==> config.mk <==
export PLATFORM = sky130hd
export DESIGN_NAME = control_transfer_trb_builder_unit
export DESIGN_NICKNAME = d
export VERILOG_FILES = /design/src/hdl/ctb_pkg.sv /design/src/hdl/ctb_front.sv /design/src/hdl/ctb_queue.sv /design/src/hdl/ctb_back.sv /design/src/hdl/control_transfer_trb_builder_unit.sv
export SDC_FILE = /design/constraint.sdc
export NUM_CORES = 1
export LEC_CHECK = 0
export ABC_CLOCK_PERIOD_IN_PS = 19600
export BUFFER_PORTS_ARGS = -buffer_cell sky130_fd_sc_hd__clkbuf_2
export CORE_MARGIN = 2
export CORE_UTILIZATION = 40
export CTS_CLUSTER_SIZE = 40
export DETAILED_ROUTE_END_ITERATION = 8
export RECOVER_POWER = 25
export SYNTH_ARGS = -nofsm -noshare
export SYNTH_HDL_FRONTEND = slang
export SYNTH_HIERARCHICAL = 1
export SYNTH_SLANG_ARGS = --single-unit
export TNS_END_PERCENT = 20
==> constraint.sdc <==
create_clock -name clock -period 19.6 [get_ports clock]
set_input_delay 2.94 -clock clock [delete_from_list [all_inputs] [get_ports clock]]
set_output_delay 2.94 -clock clock [all_outputs]
set_load 0.05 [all_outputs]
==> src/hdl/ctb_pkg.sv <==
`default_nettype none

package ctb_pkg;

   // ring geometry default
   localparam int RING_SLOTS_DEFAULT = 16;

   // descriptor queue between the front and back parts
   localparam int QUEUE_DEPTH = 2;

   // request direction bit in bmRequestType
   localparam int DIR_IN_POS = 7;

   // trb type codes (dword 3 bits 15:10)
   localparam logic [5:0] TRB_TYPE_SETUP  = 6'd2;
   localparam logic [5:0] TRB_TYPE_DATA   = 6'd3;
   localparam logic [5:0] TRB_TYPE_STATUS = 6'd4;
   localparam logic [5:0] TRB_TYPE_LINK   = 6'd6;

   // transfer type codes for the setup trb
   localparam logic [1:0] TRT_NONE = 2'd0;
   localparam logic [1:0] TRT_OUT  = 2'd2;
   localparam logic [1:0] TRT_IN   = 2'd3;

   // low flag bits of dword 3
   localparam logic [9:0] FLAG_IDT    = 10'h040;
   localparam logic [9:0] FLAG_IOC    = 10'h020;
   localparam logic [9:0] FLAG_TOGGLE = 10'h002;

   localparam logic [31:0] SETUP_LEN = 32'd8;

   // classified control request
   typedef struct packed {
      logic [7:0]  request_type;
      logic [7:0]  request_code;
      logic [15:0] request_value;
      logic [15:0] request_index;
      logic [15:0] data_length;
      logic [63:0] data_address;
      logic [7:0]  device_slot;
      logic        has_data;
      logic        is_in;
   } desc_type;

endpackage

`default_nettype wire

==> src/hdl/ctb_front.sv <==
`default_nettype none

module ctb_front (
   input  wire logic               clock,
   input  wire logic               reset,
   input  wire logic               req_valid,
   output      logic               req_ready,
   input  wire logic [7:0]         req_request_type,
   input  wire logic [7:0]         req_request_code,
   input  wire logic [15:0]        req_request_value,
   input  wire logic [15:0]        req_request_index,
   input  wire logic [15:0]        req_data_length,
   input  wire logic [63:0]        req_data_address,
   input  wire logic [7:0]         req_device_slot,
   output      logic               out_valid,
   input  wire logic               out_ready,
   output      ctb_pkg::desc_type  out_desc
);

   logic              valid_ff, valid_in;
   ctb_pkg::desc_type desc_ff, desc_in;
   logic              accept;

   assign req_ready = !valid_ff || out_ready;
   assign accept    = req_valid && req_ready;

   always_comb begin
      desc_in               = desc_ff;
      if (accept) begin
         desc_in.request_type  = req_request_type;
         desc_in.request_code  = req_request_code;
         desc_in.request_value = req_request_value;
         desc_in.request_index = req_request_index;
         desc_in.data_length   = req_data_length;
         desc_in.data_address  = req_data_address;
         desc_in.device_slot   = req_device_slot;
         desc_in.has_data      = |req_data_length;
         desc_in.is_in         = req_request_type[ctb_pkg::DIR_IN_POS];
      end
      if (accept) begin
         valid_in = 1'b1;
      end else if (out_ready) begin
         valid_in = 1'b0;
      end else begin
         valid_in = valid_ff;
      end
   end

   always_ff @(posedge clock) begin
      if (reset) begin
         valid_ff <= 1'b0;
      end else begin
         valid_ff <= valid_in;
      end
      desc_ff <= desc_in;
   end

   assign out_valid = valid_ff;
   assign out_desc  = desc_ff;

endmodule

`default_nettype wire

==> src/hdl/ctb_queue.sv <==
`default_nettype none

module ctb_queue (
   input  wire logic               clock,
   input  wire logic               reset,
   input  wire logic               in_valid,
   output      logic               in_ready,
   input  wire ctb_pkg::desc_type  in_desc,
   output      logic               out_valid,
   input  wire logic               out_ready,
   output      ctb_pkg::desc_type  out_desc
);

   localparam int PTR_W = (ctb_pkg::QUEUE_DEPTH > 1) ? $clog2(ctb_pkg::QUEUE_DEPTH) : 1;
   localparam int CNT_W = $clog2(ctb_pkg::QUEUE_DEPTH + 1);

   ctb_pkg::desc_type entry_ff [ctb_pkg::QUEUE_DEPTH];
   logic [PTR_W-1:0]  wr_ptr_ff, wr_ptr_in;
   logic [PTR_W-1:0]  rd_ptr_ff, rd_ptr_in;
   logic [CNT_W-1:0]  count_ff, count_in;
   logic              push, pop;

   assign in_ready  = count_ff != CNT_W'(ctb_pkg::QUEUE_DEPTH);
   assign out_valid = count_ff != '0;
   assign push      = in_valid && in_ready;
   assign pop       = out_valid && out_ready;
   assign out_desc  = entry_ff[rd_ptr_ff];

   always_comb begin
      wr_ptr_in = wr_ptr_ff;
      rd_ptr_in = rd_ptr_ff;
      count_in  = count_ff;
      if (push) begin
         wr_ptr_in = (wr_ptr_ff == PTR_W'(ctb_pkg::QUEUE_DEPTH - 1)) ? '0 : wr_ptr_ff + 1'b1;
      end
      if (pop) begin
         rd_ptr_in = (rd_ptr_ff == PTR_W'(ctb_pkg::QUEUE_DEPTH - 1)) ? '0 : rd_ptr_ff + 1'b1;
      end
      if (push && !pop) begin
         count_in = count_ff + 1'b1;
      end else if (pop && !push) begin
         count_in = count_ff - 1'b1;
      end
   end

   always_ff @(posedge clock) begin
      if (reset) begin
         wr_ptr_ff <= '0;
         rd_ptr_ff <= '0;
         count_ff  <= '0;
      end else begin
         wr_ptr_ff <= wr_ptr_in;
         rd_ptr_ff <= rd_ptr_in;
         count_ff  <= count_in;
      end
      if (push) begin
         entry_ff[wr_ptr_ff] <= in_desc;
      end
   end

endmodule

`default_nettype wire

==> src/hdl/ctb_back.sv <==
`default_nettype none

module ctb_back #(
   parameter int RING_SLOTS = ctb_pkg::RING_SLOTS_DEFAULT
) (
   input  wire logic               clock,
   input  wire logic               reset,
   input  wire logic [63:0]        ring_base,
   input  wire logic               q_valid,
   output      logic               q_ready,
   input  wire ctb_pkg::desc_type  q_desc,
   output      logic               rsp_valid,
   input  wire logic               rsp_ready,
   output      logic [63:0]        rsp_trb_address,
   output      logic [31:0]        rsp_word0,
   output      logic [31:0]        rsp_word1,
   output      logic [31:0]        rsp_word2,
   output      logic [31:0]        rsp_word3,
   output      logic               rsp_is_link,
   output      logic [7:0]         rsp_doorbell_slot,
   output      logic               rsp_last
);

   localparam int IDX_W = $clog2(RING_SLOTS);

   localparam logic [2:0] PH_IDLE   = 3'd0;
   localparam logic [2:0] PH_SETUP  = 3'd1;
   localparam logic [2:0] PH_DATA   = 3'd2;
   localparam logic [2:0] PH_STATUS = 3'd3;
   localparam logic [2:0] PH_LINK   = 3'd4;

   logic [2:0]        state_ff, state_in;
   logic [2:0]        resume_ff, resume_in;
   logic [IDX_W-1:0]  idx_ff, idx_in;
   logic              cycle_ff, cycle_in;
   ctb_pkg::desc_type desc_ff, desc_in;

   logic              rsp_valid_ff, rsp_valid_in;
   logic [63:0]       rsp_addr_ff, rsp_addr_in;
   logic [31:0]       rsp_w0_ff, rsp_w0_in;
   logic [31:0]       rsp_w1_ff, rsp_w1_in;
   logic [31:0]       rsp_w2_ff, rsp_w2_in;
   logic [31:0]       rsp_w3_ff, rsp_w3_in;
   logic              rsp_link_ff, rsp_link_in;
   logic [7:0]        rsp_slot_ff, rsp_slot_in;
   logic              rsp_last_ff, rsp_last_in;

   logic              out_free, emit, wrap;
   logic [2:0]        next_phase;
   logic [1:0]        trt;
   logic [59:0]       base_blk;
   logic [63:0]       slot_addr, link_addr;

   assign out_free  = !rsp_valid_ff || rsp_ready;
   assign emit      = (state_ff != PH_IDLE) && out_free;
   assign wrap      = idx_ff == IDX_W'(RING_SLOTS - 2);
   assign base_blk  = ring_base[63:4];
   assign slot_addr = {base_blk + 60'(idx_ff), 4'b0000};
   assign link_addr = {base_blk + 60'(RING_SLOTS - 1), 4'b0000};
   assign trt       = !desc_ff.has_data ? ctb_pkg::TRT_NONE :
                      (desc_ff.is_in ? ctb_pkg::TRT_IN : ctb_pkg::TRT_OUT);

   always_comb begin
      state_in    = state_ff;
      resume_in   = resume_ff;
      idx_in      = idx_ff;
      cycle_in    = cycle_ff;
      desc_in     = desc_ff;
      q_ready     = 1'b0;
      next_phase  = PH_IDLE;
      rsp_addr_in = slot_addr;
      rsp_w0_in   = '0;
      rsp_w1_in   = '0;
      rsp_w2_in   = '0;
      rsp_w3_in   = '0;
      rsp_link_in = 1'b0;
      rsp_last_in = 1'b0;

      case (state_ff)
         PH_SETUP: begin
            rsp_w0_in  = {desc_ff.request_value, desc_ff.request_code, desc_ff.request_type};
            rsp_w1_in  = {desc_ff.data_length, desc_ff.request_index};
            rsp_w2_in  = ctb_pkg::SETUP_LEN;
            rsp_w3_in  = {14'd0, trt, ctb_pkg::TRB_TYPE_SETUP,
                          ctb_pkg::FLAG_IDT | {9'd0, cycle_ff}};
            next_phase = desc_ff.has_data ? PH_DATA : PH_STATUS;
         end
         PH_DATA: begin
            rsp_w0_in  = desc_ff.data_address[31:0];
            rsp_w1_in  = desc_ff.data_address[63:32];
            rsp_w2_in  = {16'd0, desc_ff.data_length};
            rsp_w3_in  = {15'd0, desc_ff.is_in, ctb_pkg::TRB_TYPE_DATA, {9'd0, cycle_ff}};
            next_phase = PH_STATUS;
         end
         PH_STATUS: begin
            // status runs opposite to the data stage, in when there is none
            rsp_w3_in  = {15'd0, !(desc_ff.has_data && desc_ff.is_in),
                          ctb_pkg::TRB_TYPE_STATUS, ctb_pkg::FLAG_IOC | {9'd0, cycle_ff}};
            next_phase = PH_IDLE;
         end
         PH_LINK: begin
            rsp_addr_in = link_addr;
            rsp_w0_in   = {ring_base[31:4], 4'b0000};
            rsp_w1_in   = ring_base[63:32];
            rsp_w3_in   = {16'd0, ctb_pkg::TRB_TYPE_LINK,
                           ctb_pkg::FLAG_TOGGLE | {9'd0, cycle_ff}};
            rsp_link_in = 1'b1;
            next_phase  = resume_ff;
         end
         default: begin
            next_phase = PH_IDLE;
         end
      endcase

      if (emit) begin
         if (state_ff == PH_LINK) begin
            cycle_in    = !cycle_ff;
            state_in    = resume_ff;
            rsp_last_in = resume_ff == PH_IDLE;
         end else if (wrap) begin
            idx_in    = '0;
            state_in  = PH_LINK;
            resume_in = next_phase;
         end else begin
            idx_in      = idx_ff + 1'b1;
            state_in    = next_phase;
            rsp_last_in = next_phase == PH_IDLE;
         end
      end

      // pick up the next descriptor as soon as the current one finishes
      if (state_in == PH_IDLE && q_valid) begin
         q_ready  = 1'b1;
         desc_in  = q_desc;
         state_in = PH_SETUP;
      end

      rsp_slot_in = rsp_last_in ? desc_ff.device_slot : 8'd0;

      if (emit) begin
         rsp_valid_in = 1'b1;
      end else if (rsp_ready) begin
         rsp_valid_in = 1'b0;
      end else begin
         rsp_valid_in = rsp_valid_ff;
      end
   end

   always_ff @(posedge clock) begin
      if (reset) begin
         state_ff     <= PH_IDLE;
         resume_ff    <= PH_IDLE;
         idx_ff       <= '0;
         cycle_ff     <= 1'b1;
         rsp_valid_ff <= 1'b0;
      end else begin
         state_ff     <= state_in;
         resume_ff    <= resume_in;
         idx_ff       <= idx_in;
         cycle_ff     <= cycle_in;
         rsp_valid_ff <= rsp_valid_in;
      end
      desc_ff <= desc_in;
      if (emit) begin
         rsp_addr_ff <= rsp_addr_in;
         rsp_w0_ff   <= rsp_w0_in;
         rsp_w1_ff   <= rsp_w1_in;
         rsp_w2_ff   <= rsp_w2_in;
         rsp_w3_ff   <= rsp_w3_in;
         rsp_link_ff <= rsp_link_in;
         rsp_slot_ff <= rsp_slot_in;
         rsp_last_ff <= rsp_last_in;
      end
   end

   assign rsp_valid         = rsp_valid_ff;
   assign rsp_trb_address   = rsp_addr_ff;
   assign rsp_word0         = rsp_w0_ff;
   assign rsp_word1         = rsp_w1_ff;
   assign rsp_word2         = rsp_w2_ff;
   assign rsp_word3         = rsp_w3_ff;
   assign rsp_is_link       = rsp_link_ff;
   assign rsp_doorbell_slot = rsp_slot_ff;
   assign rsp_last          = rsp_last_ff;

   a_idx_below_link: assert property (@(posedge clock) disable iff (reset)
      idx_ff != IDX_W'(RING_SLOTS - 1))
      else $error("enqueue index reached the link slot");

   a_link_after_wrap: assert property (@(posedge clock) disable iff (reset)
      state_ff == PH_LINK |-> idx_ff == '0)
      else $error("link pending without index wrap");

   a_link_toggles_cycle: assert property (@(posedge clock) disable iff (reset)
      (emit && state_ff == PH_LINK) |=> cycle_ff != $past(cycle_ff))
      else $error("link write did not toggle producer cycle");

   a_pop_starts_setup: assert property (@(posedge clock) disable iff (reset)
      q_ready |=> state_ff == PH_SETUP)
      else $error("descriptor taken without starting setup");

endmodule

`default_nettype wire

==> src/hdl/control_transfer_trb_builder_unit.sv <==
`default_nettype none

// channel   | ports                         | moves
// ----------+-------------------------------+------------------------------------
// request   | req_valid / req_ready         | one control request per transaction
// response  | rsp_valid / rsp_ready         | one trb write per transaction
// config    | csr_write_enable / _data      | ring_base, written with no wait
//
// each request gives two to four trb writes (setup, optional data, status, plus a
// link write when the ring wraps); the back end issues one write per cycle, while
// rsp_ready does not stall it, through its single result register
// the front register and the two-entry descriptor queue let new requests arrive
// while the back end is still emitting or stalled by rsp_ready
// synchronous active-high reset: enqueue index 0, producer cycle 1, ring_base 0

module control_transfer_trb_builder_unit #(
   parameter int RING_SLOTS = ctb_pkg::RING_SLOTS_DEFAULT
) (
   input  wire logic        clock,
   input  wire logic        reset,
   // request channel
   input  wire logic        req_valid,
   output      logic        req_ready,
   input  wire logic [7:0]  req_request_type,
   input  wire logic [7:0]  req_request_code,
   input  wire logic [15:0] req_request_value,
   input  wire logic [15:0] req_request_index,
   input  wire logic [15:0] req_data_length,
   input  wire logic [63:0] req_data_address,
   input  wire logic [7:0]  req_device_slot,
   // response channel
   output      logic        rsp_valid,
   input  wire logic        rsp_ready,
   output      logic [63:0] rsp_trb_address,
   output      logic [31:0] rsp_word0,
   output      logic [31:0] rsp_word1,
   output      logic [31:0] rsp_word2,
   output      logic [31:0] rsp_word3,
   output      logic        rsp_is_link,
   output      logic [7:0]  rsp_doorbell_slot,
   output      logic        rsp_last,
   // configuration
   input  wire logic        csr_write_enable,
   input  wire logic [63:0] csr_write_data
);

   // ring base register; the user must change it only while the block is idle, the block does not enforce this
   logic [63:0]       ring_base_ff, ring_base_in;

   // front register to queue
   logic              front_valid, front_ready;
   ctb_pkg::desc_type front_desc;

   // queue to back end
   logic              q_valid, q_ready;
   ctb_pkg::desc_type q_desc;

   assign ring_base_in = csr_write_enable ? csr_write_data : ring_base_ff;

   always_ff @(posedge clock) begin
      if (reset) begin
         ring_base_ff <= '0;
      end else begin
         ring_base_ff <= ring_base_in;
      end
   end

   // accept and classify requests
   ctb_front u_front (
      .clock             (clock),
      .reset             (reset),
      .req_valid         (req_valid),
      .req_ready         (req_ready),
      .req_request_type  (req_request_type),
      .req_request_code  (req_request_code),
      .req_request_value (req_request_value),
      .req_request_index (req_request_index),
      .req_data_length   (req_data_length),
      .req_data_address  (req_data_address),
      .req_device_slot   (req_device_slot),
      .out_valid         (front_valid),
      .out_ready         (front_ready),
      .out_desc          (front_desc)
   );

   // decouples the front from the trb sequencer
   ctb_queue u_queue (
      .clock     (clock),
      .reset     (reset),
      .in_valid  (front_valid),
      .in_ready  (front_ready),
      .in_desc   (front_desc),
      .out_valid (q_valid),
      .out_ready (q_ready),
      .out_desc  (q_desc)
   );

   // trb sequencer, ring index and producer cycle
   ctb_back #(
      .RING_SLOTS (RING_SLOTS)
   ) u_back (
      .clock             (clock),
      .reset             (reset),
      .ring_base         (ring_base_ff),
      .q_valid           (q_valid),
      .q_ready           (q_ready),
      .q_desc            (q_desc),
      .rsp_valid         (rsp_valid),
      .rsp_ready         (rsp_ready),
      .rsp_trb_address   (rsp_trb_address),
      .rsp_word0         (rsp_word0),
      .rsp_word1         (rsp_word1),
      .rsp_word2         (rsp_word2),
      .rsp_word3         (rsp_word3),
      .rsp_is_link       (rsp_is_link),
      .rsp_doorbell_slot (rsp_doorbell_slot),
      .rsp_last          (rsp_last)
   );

endmodule

`default_nettype wire

## Word level (Yosys, flattened, before mapping)

Memories as Yosys holds them, arrays and structs flattened. A register that Yosys moved wholly into a read port is not among the register bits.
Index checks and enable logic that the tools add are counted.

| operators by class | value |
|---|---|
| add/sub/neg operators | 7 |
| $mul | 0 |
| divide/modulo/power cells | 0 |
| magnitude comparators | 0 |
| equal/unequal tests | 6 |
| shifts and indexed selects | 0 |
| multiplexer cells | 29 |
| bitwise operators | 1 |
| reductions and logical operators | 29 |

Operator list:

| kind | count |
|---|---|
| $pmux W32 S3 | 2 |
| $pmux W18 S4 | 1 |
| $mux W64 | 1 |
| $add A60 B4 Y60 | 1 |
| $add A60 B4 Y60 const B | 1 |
| $pmux W16 S2 | 1 |
| $mux W1 | 16 |
| $reduce_or A16 Y1 | 1 |
| $logic_not A3 Y1 | 3 |
| $mux W3 | 3 |
| $pmux W3 S3 | 1 |
| $logic_and A1 B1 Y1 | 8 |
| $reduce_bool A2 Y1 | 4 |
| $eq A3 B2 Y1 const B | 2 |
| $logic_not A1 Y1 | 6 |
| $mux W2 | 3 |
| $add A4 B1 Y4 const B | 1 |
| $eq A4 B4 Y1 const B | 1 |
| $mux W4 | 1 |
| $reduce_and A2 Y1 | 2 |
| $eq A3 B1 Y1 const B | 1 |
| $eq A3 B3 Y1 const B | 1 |
| $reduce_and A3 Y1 | 1 |
| $reduce_bool A3 Y1 | 1 |
| other kinds (7) | 9 |

| storage, ports and cells | value |
|---|---|
| flip-flop bits (word level) | 421 |
| bits in latches | 0 |
| memory bits (writable) | 276 |
| memory bits (read-only) | 0 |
| input bits | 205 |
| output and inout bits | 204 |
| logic and storage cells | 101 |
| memories kept | 1 |

Memory list:

| name | words | bits a word | read ports | clocked after Yosys merged registers in | wr ports | line | text |
|---|---|---|---|---|---|---|---|
| u_queue.entry_ff | 2 | 138 | 1 | 1 | 1 | ctb_queue.sv:17 | `ctb_pkg::desc_type entry_ff [ctb_pkg::QUEUE_DEPTH];` |

## Longest topological paths before layout

Gate-level depths: netlist (run 1).

| depth | value |
|---|---|
| depth in word-level cells | 12 |
| gate-level depth with buffers | 13 |
| gate-level depth less buffers | 11 |

## Hierarchy

The synthesis (run 1) kept the hierarchy.

Modules (own cells, without submodules):

| module | instances | cells an instance | area an instance (µm²) | seq. area each (µm²) |
|---|---|---|---|---|
| ctb_back | 1 | 855 | 12564.6 | 9158.8 |
| ctb_queue | 1 | 453 | 10219.8 | 8388.0 |
| ctb_front | 1 | 148 | 4194.0 | 4134.0 |
| control_transfer_trb_builder_unit | 1 | 206 | 2290.9 | 1281.2 |

## Least setup slack after synthesis (run 1)

OpenSTA, ideal clock, no wires.

| timing | value |
|---|---|
| path type | in2reg |
| start point | input rsp_ready |
| end point | register u_queue.count_ff[1] |
| setup time | 70 ps |
| arrival | 15426 ps |
| required time | 19530 ps |
| setup slack | 4104 ps |
| stages | 9 |
| path buffers | 1 |
| cell sequence | nor2b_1 clkbuf_1 nor2_1 mux2i_1 and4_1 o21ai_0 ha_1 or3_1 a21oi_1 |

| between the ends | value |
|---|---|
| longest elaborated chain between the ends | 10 |
| elaborated cells on any way between the ends | 12 |
| those cells by class | 3 x mux; 9 x reduce/logical |

RTL lines:

| element | line | text |
|---|---|---|
| start, declared | control_transfer_trb_builder_unit.sv:33 | `input wire logic rsp_ready,` |
| $logic_or A1 B1 Y1 * | ctb_back.sv:54 | `assign out_free = !rsp_valid_ff \|\| rsp_ready;` |
| $logic_and A1 B1 Y1 * | ctb_back.sv:55 | `assign emit = (state_ff != PH_IDLE) && out_free;` |
| net u_back.emit | ctb_back.sv:48 | `logic out_free, emit, wrap;` |
| $mux W3 * | ctb_back.sv:115 | `if (emit) begin` |
| $logic_not A3 Y1 * | ctb_back.sv:132 | `if (state_in == PH_IDLE && q_valid) begin` |
| $logic_and A1 B1 Y1 * | ctb_back.sv:132 |  |
| $mux W1 * | ctb_back.sv:132 |  |
| net q_ready | control_transfer_trb_builder_unit.sv:55 | `logic q_valid, q_ready;` |
| $logic_and A1 B1 Y1 * | ctb_queue.sv:26 | `assign pop = out_valid && out_ready;` |
| $logic_not A1 Y1 | ctb_queue.sv:39 | `if (push && !pop) begin` |
| $logic_and A1 B1 Y1 | ctb_queue.sv:39 |  |
| $mux W2 / $reduce_bool A2 Y1 (equally long branches) | -- |  |
| end signal, assigned | ctb_queue.sv:54 | `count_ff <= count_in;` |
| end, declared | ctb_queue.sv:20 | `logic [CNT_W-1:0] count_ff, count_in;` |

The timed path passes the listed nets; every way through them passes the cells marked *.
A chain may end at the register's enable or synchronous reset.

## Worst setup path after layout (run 1)

| timing | value |
|---|---|
| start point | register u_back.state_ff[2] |
| end point | register u_back/desc_ff[82] (netlist name) |

| between the ends | value |
|---|---|
| elaborated cells on any way between the ends | 11 |
| those cells by class | 3 x eq/ne; 4 x mux; 4 x reduce/logical |

RTL lines:

| element | line | text |
|---|---|---|
| start, declared | ctb_back.sv:32 | `logic [2:0] state_ff, state_in;` |
| start signal, assigned | ctb_back.sv:157 | `state_ff <= state_in;` |
| $reduce_bool A3 Y1 | ctb_back.sv:55 |  |
| $logic_and A1 B1 Y1 | ctb_back.sv:55 |  |
| net u_back.emit | ctb_back.sv:48 |  |
| $mux W3 | ctb_back.sv:115 |  |
| $logic_not A3 Y1 | ctb_back.sv:132 |  |
| $logic_and A1 B1 Y1 | ctb_back.sv:132 |  |

The timed path passes the listed nets, and every way through them passes these cells.

==> flow_summary.yaml, run 1 <==
power:
  p_clk_frac: 0.286
  power.switching_uw: 1790
  switching_share: 0.335
  p_int_uw: 3560
  vdd_ir_drop_max_v: 0.000129
  power_frac_seq: 0.466
  powerDensity_nw_per_um2: 156
  combPwrFrac: 0.248
  totalPowerFinal_uw: 5350
  p_leak_uw: 0.0124
critical_path:
  crit_path_cell_trace: "clkbuf_1, nor3_1, nor2_4, mux2i_1, and4_4, buf_4, buf_4"
  timing.critical_path.buf_inv: 3
  worstRegToRegCells: 7
  reg2reg_from: "u_back/state_ff[2]"
  required_ps: 19830
  end_kind: "flop"
  r2r-end: "u_back/desc_ff[82]"
  cpPeakStageDelay_ps: 2190
  arrival_ps: 6640
  critical_path_peak_fanout: 71
  crit_top_cell: "buf_4"
  cp-start-kind: "flop"
  r2r_slack_ps: 13200
  cp-startpoint: "u_back/state_ff[2]"
  slowest_stage: "clkbuf_1"
  path_class: "reg -> reg"
  crit_family: "buffers and inverters"
grt:
  grt_overflow_total: 0
  grt_pass1_vias: 15100
  grt_max_degree: 91
  antenna_found_initial: 13
  track_usage: 0.171
  grt_pass1_wl_mm: 94.5
drt:
  drt_wl_total_mm: 65.5
  drtAntennaViolNets: 0
  first_pass_iters: 7
  drtIter0Drc: 1333
  avgViaCountPerCell: 4.94
  wl_per_cell_um: 21.4
  vias: 15100
  drcViolationCount: 0
floorplan:
  die_area_um2: 75000
  rows: 98
  die_h_um: 274
  fp.dieW_um: 274
  start_util: 0.405
  fp.coreArea_um2: 71900
  pin_count: 409
synth:
  synth_cells: 1650
  netlist_area_um2: 29100
  synth_area_per_cell_um2: 17.7
  synth-warning-count: 6
min_path:
  hold_end: "u_queue/entry_ff[0][33]"
  hold_depth: 0
  hp-class: "reg -> reg"
  hold_path_startpoint: "u_front/out_desc[33]"
sta:
  post-route-min-period_ps: 6400
  rsz0062_at_grt: "no"
  worst_slew_pin_slew_ps: 4510
  finClkSkew_ps: 23.4
  period_share: 0.327
  slew_headroom: -2.01
  max_freq_mhz: 156
  final.setup.tns_ps: 0
  timing.final.max_slew_violations: 256
  setup_viol: 0
  finalHoldViolations: 0
clock_network:
  cts.hold.buffers_added: 0
  clockBufferDepth: 3
  h-tree-depth: 3
  clk_pin_slew_ps: 60
  cts_root_buf: "clkbuf_16"
  cts_setup_buffers: 0
  cts_buffers: 83
  cts_tree: "done"
  clock_sinks: 788
  post_cts_resized: 0
  clk_latency_ps: 620
place:
  numPortBuffers: 361
  hpwl_mm: 41.8
  gp_congestion: 0.872
cells_and_area:
  finalNetCount: 2256
  seq_area_um2: 22900
  drive_gt1_frac: 0.318
  fill_cells: 6187
  area_delta_synth_final_pct: 18.0
  multi_input_area_um2: 5600
flow_run:
  maxCapViolations: 4
run_status:
  status: "finished, violations left"
  violations: "capacitance limit, slew limit"
## layer usage
| layer | GRT usage | vias up | routed length, um |
|---|---|---|---|
| met1 | 0.237 | 7530 | 28500 |
| met3 | 0.0363 | 108 | 4540 |
| met4 | 0.0652 | 10 | 1770 |
| met5 | 0 | - | 57 |
| li1 | - | 7002 | - |
| met2 | 0.264 | 499 | 30700 |
## area by class of cell
class / instances / area share
flip-flops and latches: 788 / 0.666
multi-input cells: 776 / 0.163
clock buffers: 100 / 0.0644
repair buffers: 379 / 0.0561
well taps: 950 / 0.0346
clock inverters: 52 / 0.0138
inverters: 17 / 0.00200
diodes: 5 / 0.000364
## worst max-delay path by stage
stage	endpoint	cells past startpoint
global placement	u_back/desc_ff[78]	7
floorplan	u_queue/count_ff[1]	9
detailed placement	u_back/desc_ff[78]	7
global route	u_queue/count_ff[1]	10
CTS	u_back/desc_ff[78]	7
finish	u_back/desc_ff[82]	7
## power groups by stage
stage | Clock [uW] | Sequential, uW | Combinational [uW]
6_report | 1530 | 2490 | 1330
5_1_grt | 1640 | 2530 | 1400
4_1_cts | 1580 | 2500 | 1330
3_5_place_dp | 0 | 2530 | 1330
3_3_place_gp | 0 | 2510 | 1310
2_1_floorplan | 0 | 3010 | 483
## layout by cell type (no fill, tap or decap), types with 7 or more instances in the layout
master / n
edfxtp_1: 710
clkinv_1: 15
inv_1: 15
bufinv_16: 7
a22oi_1: 60
nand4_1: 9
xor2_1: 35
xnor2_1: 26
o22ai_1: 11
and2_1: 17
nor3_1: 15
buf_4: 15
conb_1: 43
nor4_1: 12
clkbuf_2: 360
o21ai_0: 59
dfxtp_1: 78
nor2_1: 91
or2_2: 8
a21oi_1: 15
nor3_2: 11
mux2i_1: 62
clkbuf_16: 84
mux2_2: 134
and2_0: 9
nand3_1: 20
clkbuf_1: 15
nand2_1: 70
and3_1: 7
clkinv_2: 18
## state kept, by name, indices dropped and copies added (netlist names), 9 cells and up, named ones only
signal / count
u_queue/entry_ff: 276
u_back/desc_ff: 138
u_front/out_desc: 137
ring_base_ff: 60
u_back/rsp_trb_address: 60
u_back/rsp_word0: 32
u_back/rsp_word1: 32
u_back/rsp_word2: 16
u_back/rsp_word3: 9
## per-stage QoR
stage / utilization / instance area [um^2] / hold WS (ps) / setup slack [ps] / instances
after CTS: 0.479 / 34400 / 429 / 13580 / 3062
after global placement: 0.441 / 31700 / 422 / 12990 / 2910
after detailed placement: 0.441 / 31700 / 429 / 12910 / 2910
final: 0.478 / 34400 / 428 / 13200 / 3067
after floorplan: - / 29300 / 421 / 4100 / 1692
after global routing: 0.478 / 34400 / 448 / 12700 / 3067
No activity file was read; power rests on OpenSTA's default activity.
==> run 2, diff against run 1 <==
--- a/config.mk
+++ b/config.mk
@@ -5,7 +5,7 @@
 export SDC_FILE = /design/constraint.sdc
 export NUM_CORES = 1
 export LEC_CHECK = 0
-export ABC_CLOCK_PERIOD_IN_PS = 19600
+export ABC_CLOCK_PERIOD_IN_PS = 5850
 export BUFFER_PORTS_ARGS = -buffer_cell sky130_fd_sc_hd__clkbuf_2
 export CORE_MARGIN = 2
 export CORE_UTILIZATION = 40
==> constraint.sdc (replaced) <==
create_clock -name clock -period 5.85 [get_ports clock]
set_input_delay 0.8775 -clock clock [delete_from_list [all_inputs] [get_ports clock]]
set_output_delay 0.8775 -clock clock [all_outputs]
set_load 0.05 [all_outputs]
==> flow_summary.yaml, run 2 (synthesis results as in run 1) <==
critical_path:
  timing.critical_path.buf_inv: 1
  crit_path_cell_trace: "nor2_1, nand2_1, inv_2, or2_2, ha_1, fa_1, a21o_1, a21oi_1, nand4b_4, nor4_1, xnor2_1"
  crit_family: "simple AND/OR/NAND/NOR gates"
  cpPeakStageDelay_ps: 630
  cp-start-kind: "flop"
  path_class: "reg -> reg"
  slowest_stage: "dfxtp_1"
  arrival_ps: 4940
  end_kind: "flop"
  required_ps: 6210
  critical_path_peak_fanout: 29
sta:
  finClkSkew_ps: 27.4
  worst_slew_pin_slew_ps: 2020
  period_share: 0.782
  finalHoldViolations: 0
  max_freq_mhz: 219
  post-route-min-period_ps: 4570
  rsz0062_at_grt: "no"
  finalWorstSetupSlack_ps: 1280
  slew_headroom: -0.350
  setup_viol: 0
  timing.final.max_slew_violations: 43
clock_network:
  cts.hold.buffers_added: 0
  cts_setup_buffers: 0
  cts_root_buf: "clkbuf_16"
  clk_pin_slew_ps: 60
  h-tree-depth: 3
  clk_latency_ps: 640
  clockBufferDepth: 3
  cts_tree: "done"
  clock_sinks: 788
  cts_buffers: 84
  post_cts_resized: 0
run_status:
  status: "finished, violations left"
  violations: "capacitance limit, slew limit"
flow_run:
  maxCapViolations: 1
cells_and_area:
  area_delta_synth_final_pct: 18.4
  fill_cells: 6193
  drive_gt1_frac: 0.297
  finalNetCount: 2253
  top_register: "u_queue/entry_ff"
  final_cell_mix: "edfxtp_1 (710), clkbuf_2 (308), mux2_2 (138)"
  largest_register_ffs: 276
  fin_util: 0.480
  layout_commonest_cell: "edfxtp_1"
drt:
  first_pass_iters: 5
  vias: 15000
  drt_wl_total_mm: 65.2
  drtIter0Drc: 1182
  drcViolationCount: 0
  avgViaCountPerCell: 4.90
  wl_per_cell_um: 21.2
  drtAntennaViolNets: 0
floorplan:
  rows: 98
  pin_count: 409
  fp.dieW_um: 274
  die_h_um: 274
  start_util: 0.405
  die_area_um2: 75000
  fp.coreArea_um2: 71900
min_path:
  hp-class: "in -> reg"
grt:
  grt_pass1_vias: 15200
  antenna_found_initial: 7
  track_usage: 0.170
  grt_pass1_wl_mm: 94.7
  grt_overflow_total: 0
  grt_max_degree: 160
place:
  place_worst_setup_slack_ps: 1280
  gp_congestion: 0.856
  hpwl_mm: 41.7
  numPortBuffers: 361
power:
  powerDensity_nw_per_um2: 525
  vdd_ir_drop_max_v: 0.000642
  p_leak_uw: 0.0123
## run 2: report_power, final
part	switching, uW	internal (uW)	total [uW]
logic	3380	953	4330
registers	519	7910	8430
clock network	2160	3190	5360
total	6060	12100	18100
## run 2: layer usage
layer | global-route usage | part of all wire | vias up
li1 | - | - | 7001
met1 | 0.240 | 0.45 | 7534
met2 | 0.263 | 0.47 | 409
met3 | 0.0304 | 0.054 | 97
met4 | 0.0654 | 0.028 | 2
met5 | 0 | 0.00028 | -
## run 2: metrics by stage
step	instance area, um^2	cells	setup TNS [ps]	hold slack, ps	power, uW
finish	34500	3071	0	407	18100
global route	34500	3066	0	385	18800
CTS	34500	3062	0	367	18400
detailed placement	31700	2906	0	429	12900
global placement	31700	2906	0	422	12900
floorplan	29300	1692	-142	421	11500
## run 2: final cells by class
type                       count  area (um^2)  share of cell area
timing repair buffer         375         1910              0.0554
antenna                        9         22.5            0.000653
sequential                   788        22900               0.663
inverter                      17         68.8             0.00199
clock buffer                 102         2170              0.0629
tap                          950         1190              0.0344
clock inverter                54          638              0.0185
multi-input combinational    776         5620               0.163
## run 2: worst paths after layout
kind | start | endpoint | slack, ps | cells past startpoint
setup / recovery | u_back/state_ff[0] | u_back/rsp_trb_address[56] | 1280 | 11
setup reg to reg | u_back/state_ff[0] | u_back/rsp_trb_address[56] | 1280 | 11
hold / removal | req_data_address[55] | u_front/out_desc[65] | 410 | 1
hold reg to reg | u_front/out_desc[89] | u_queue/entry_ff[0][89] | 430 | 0
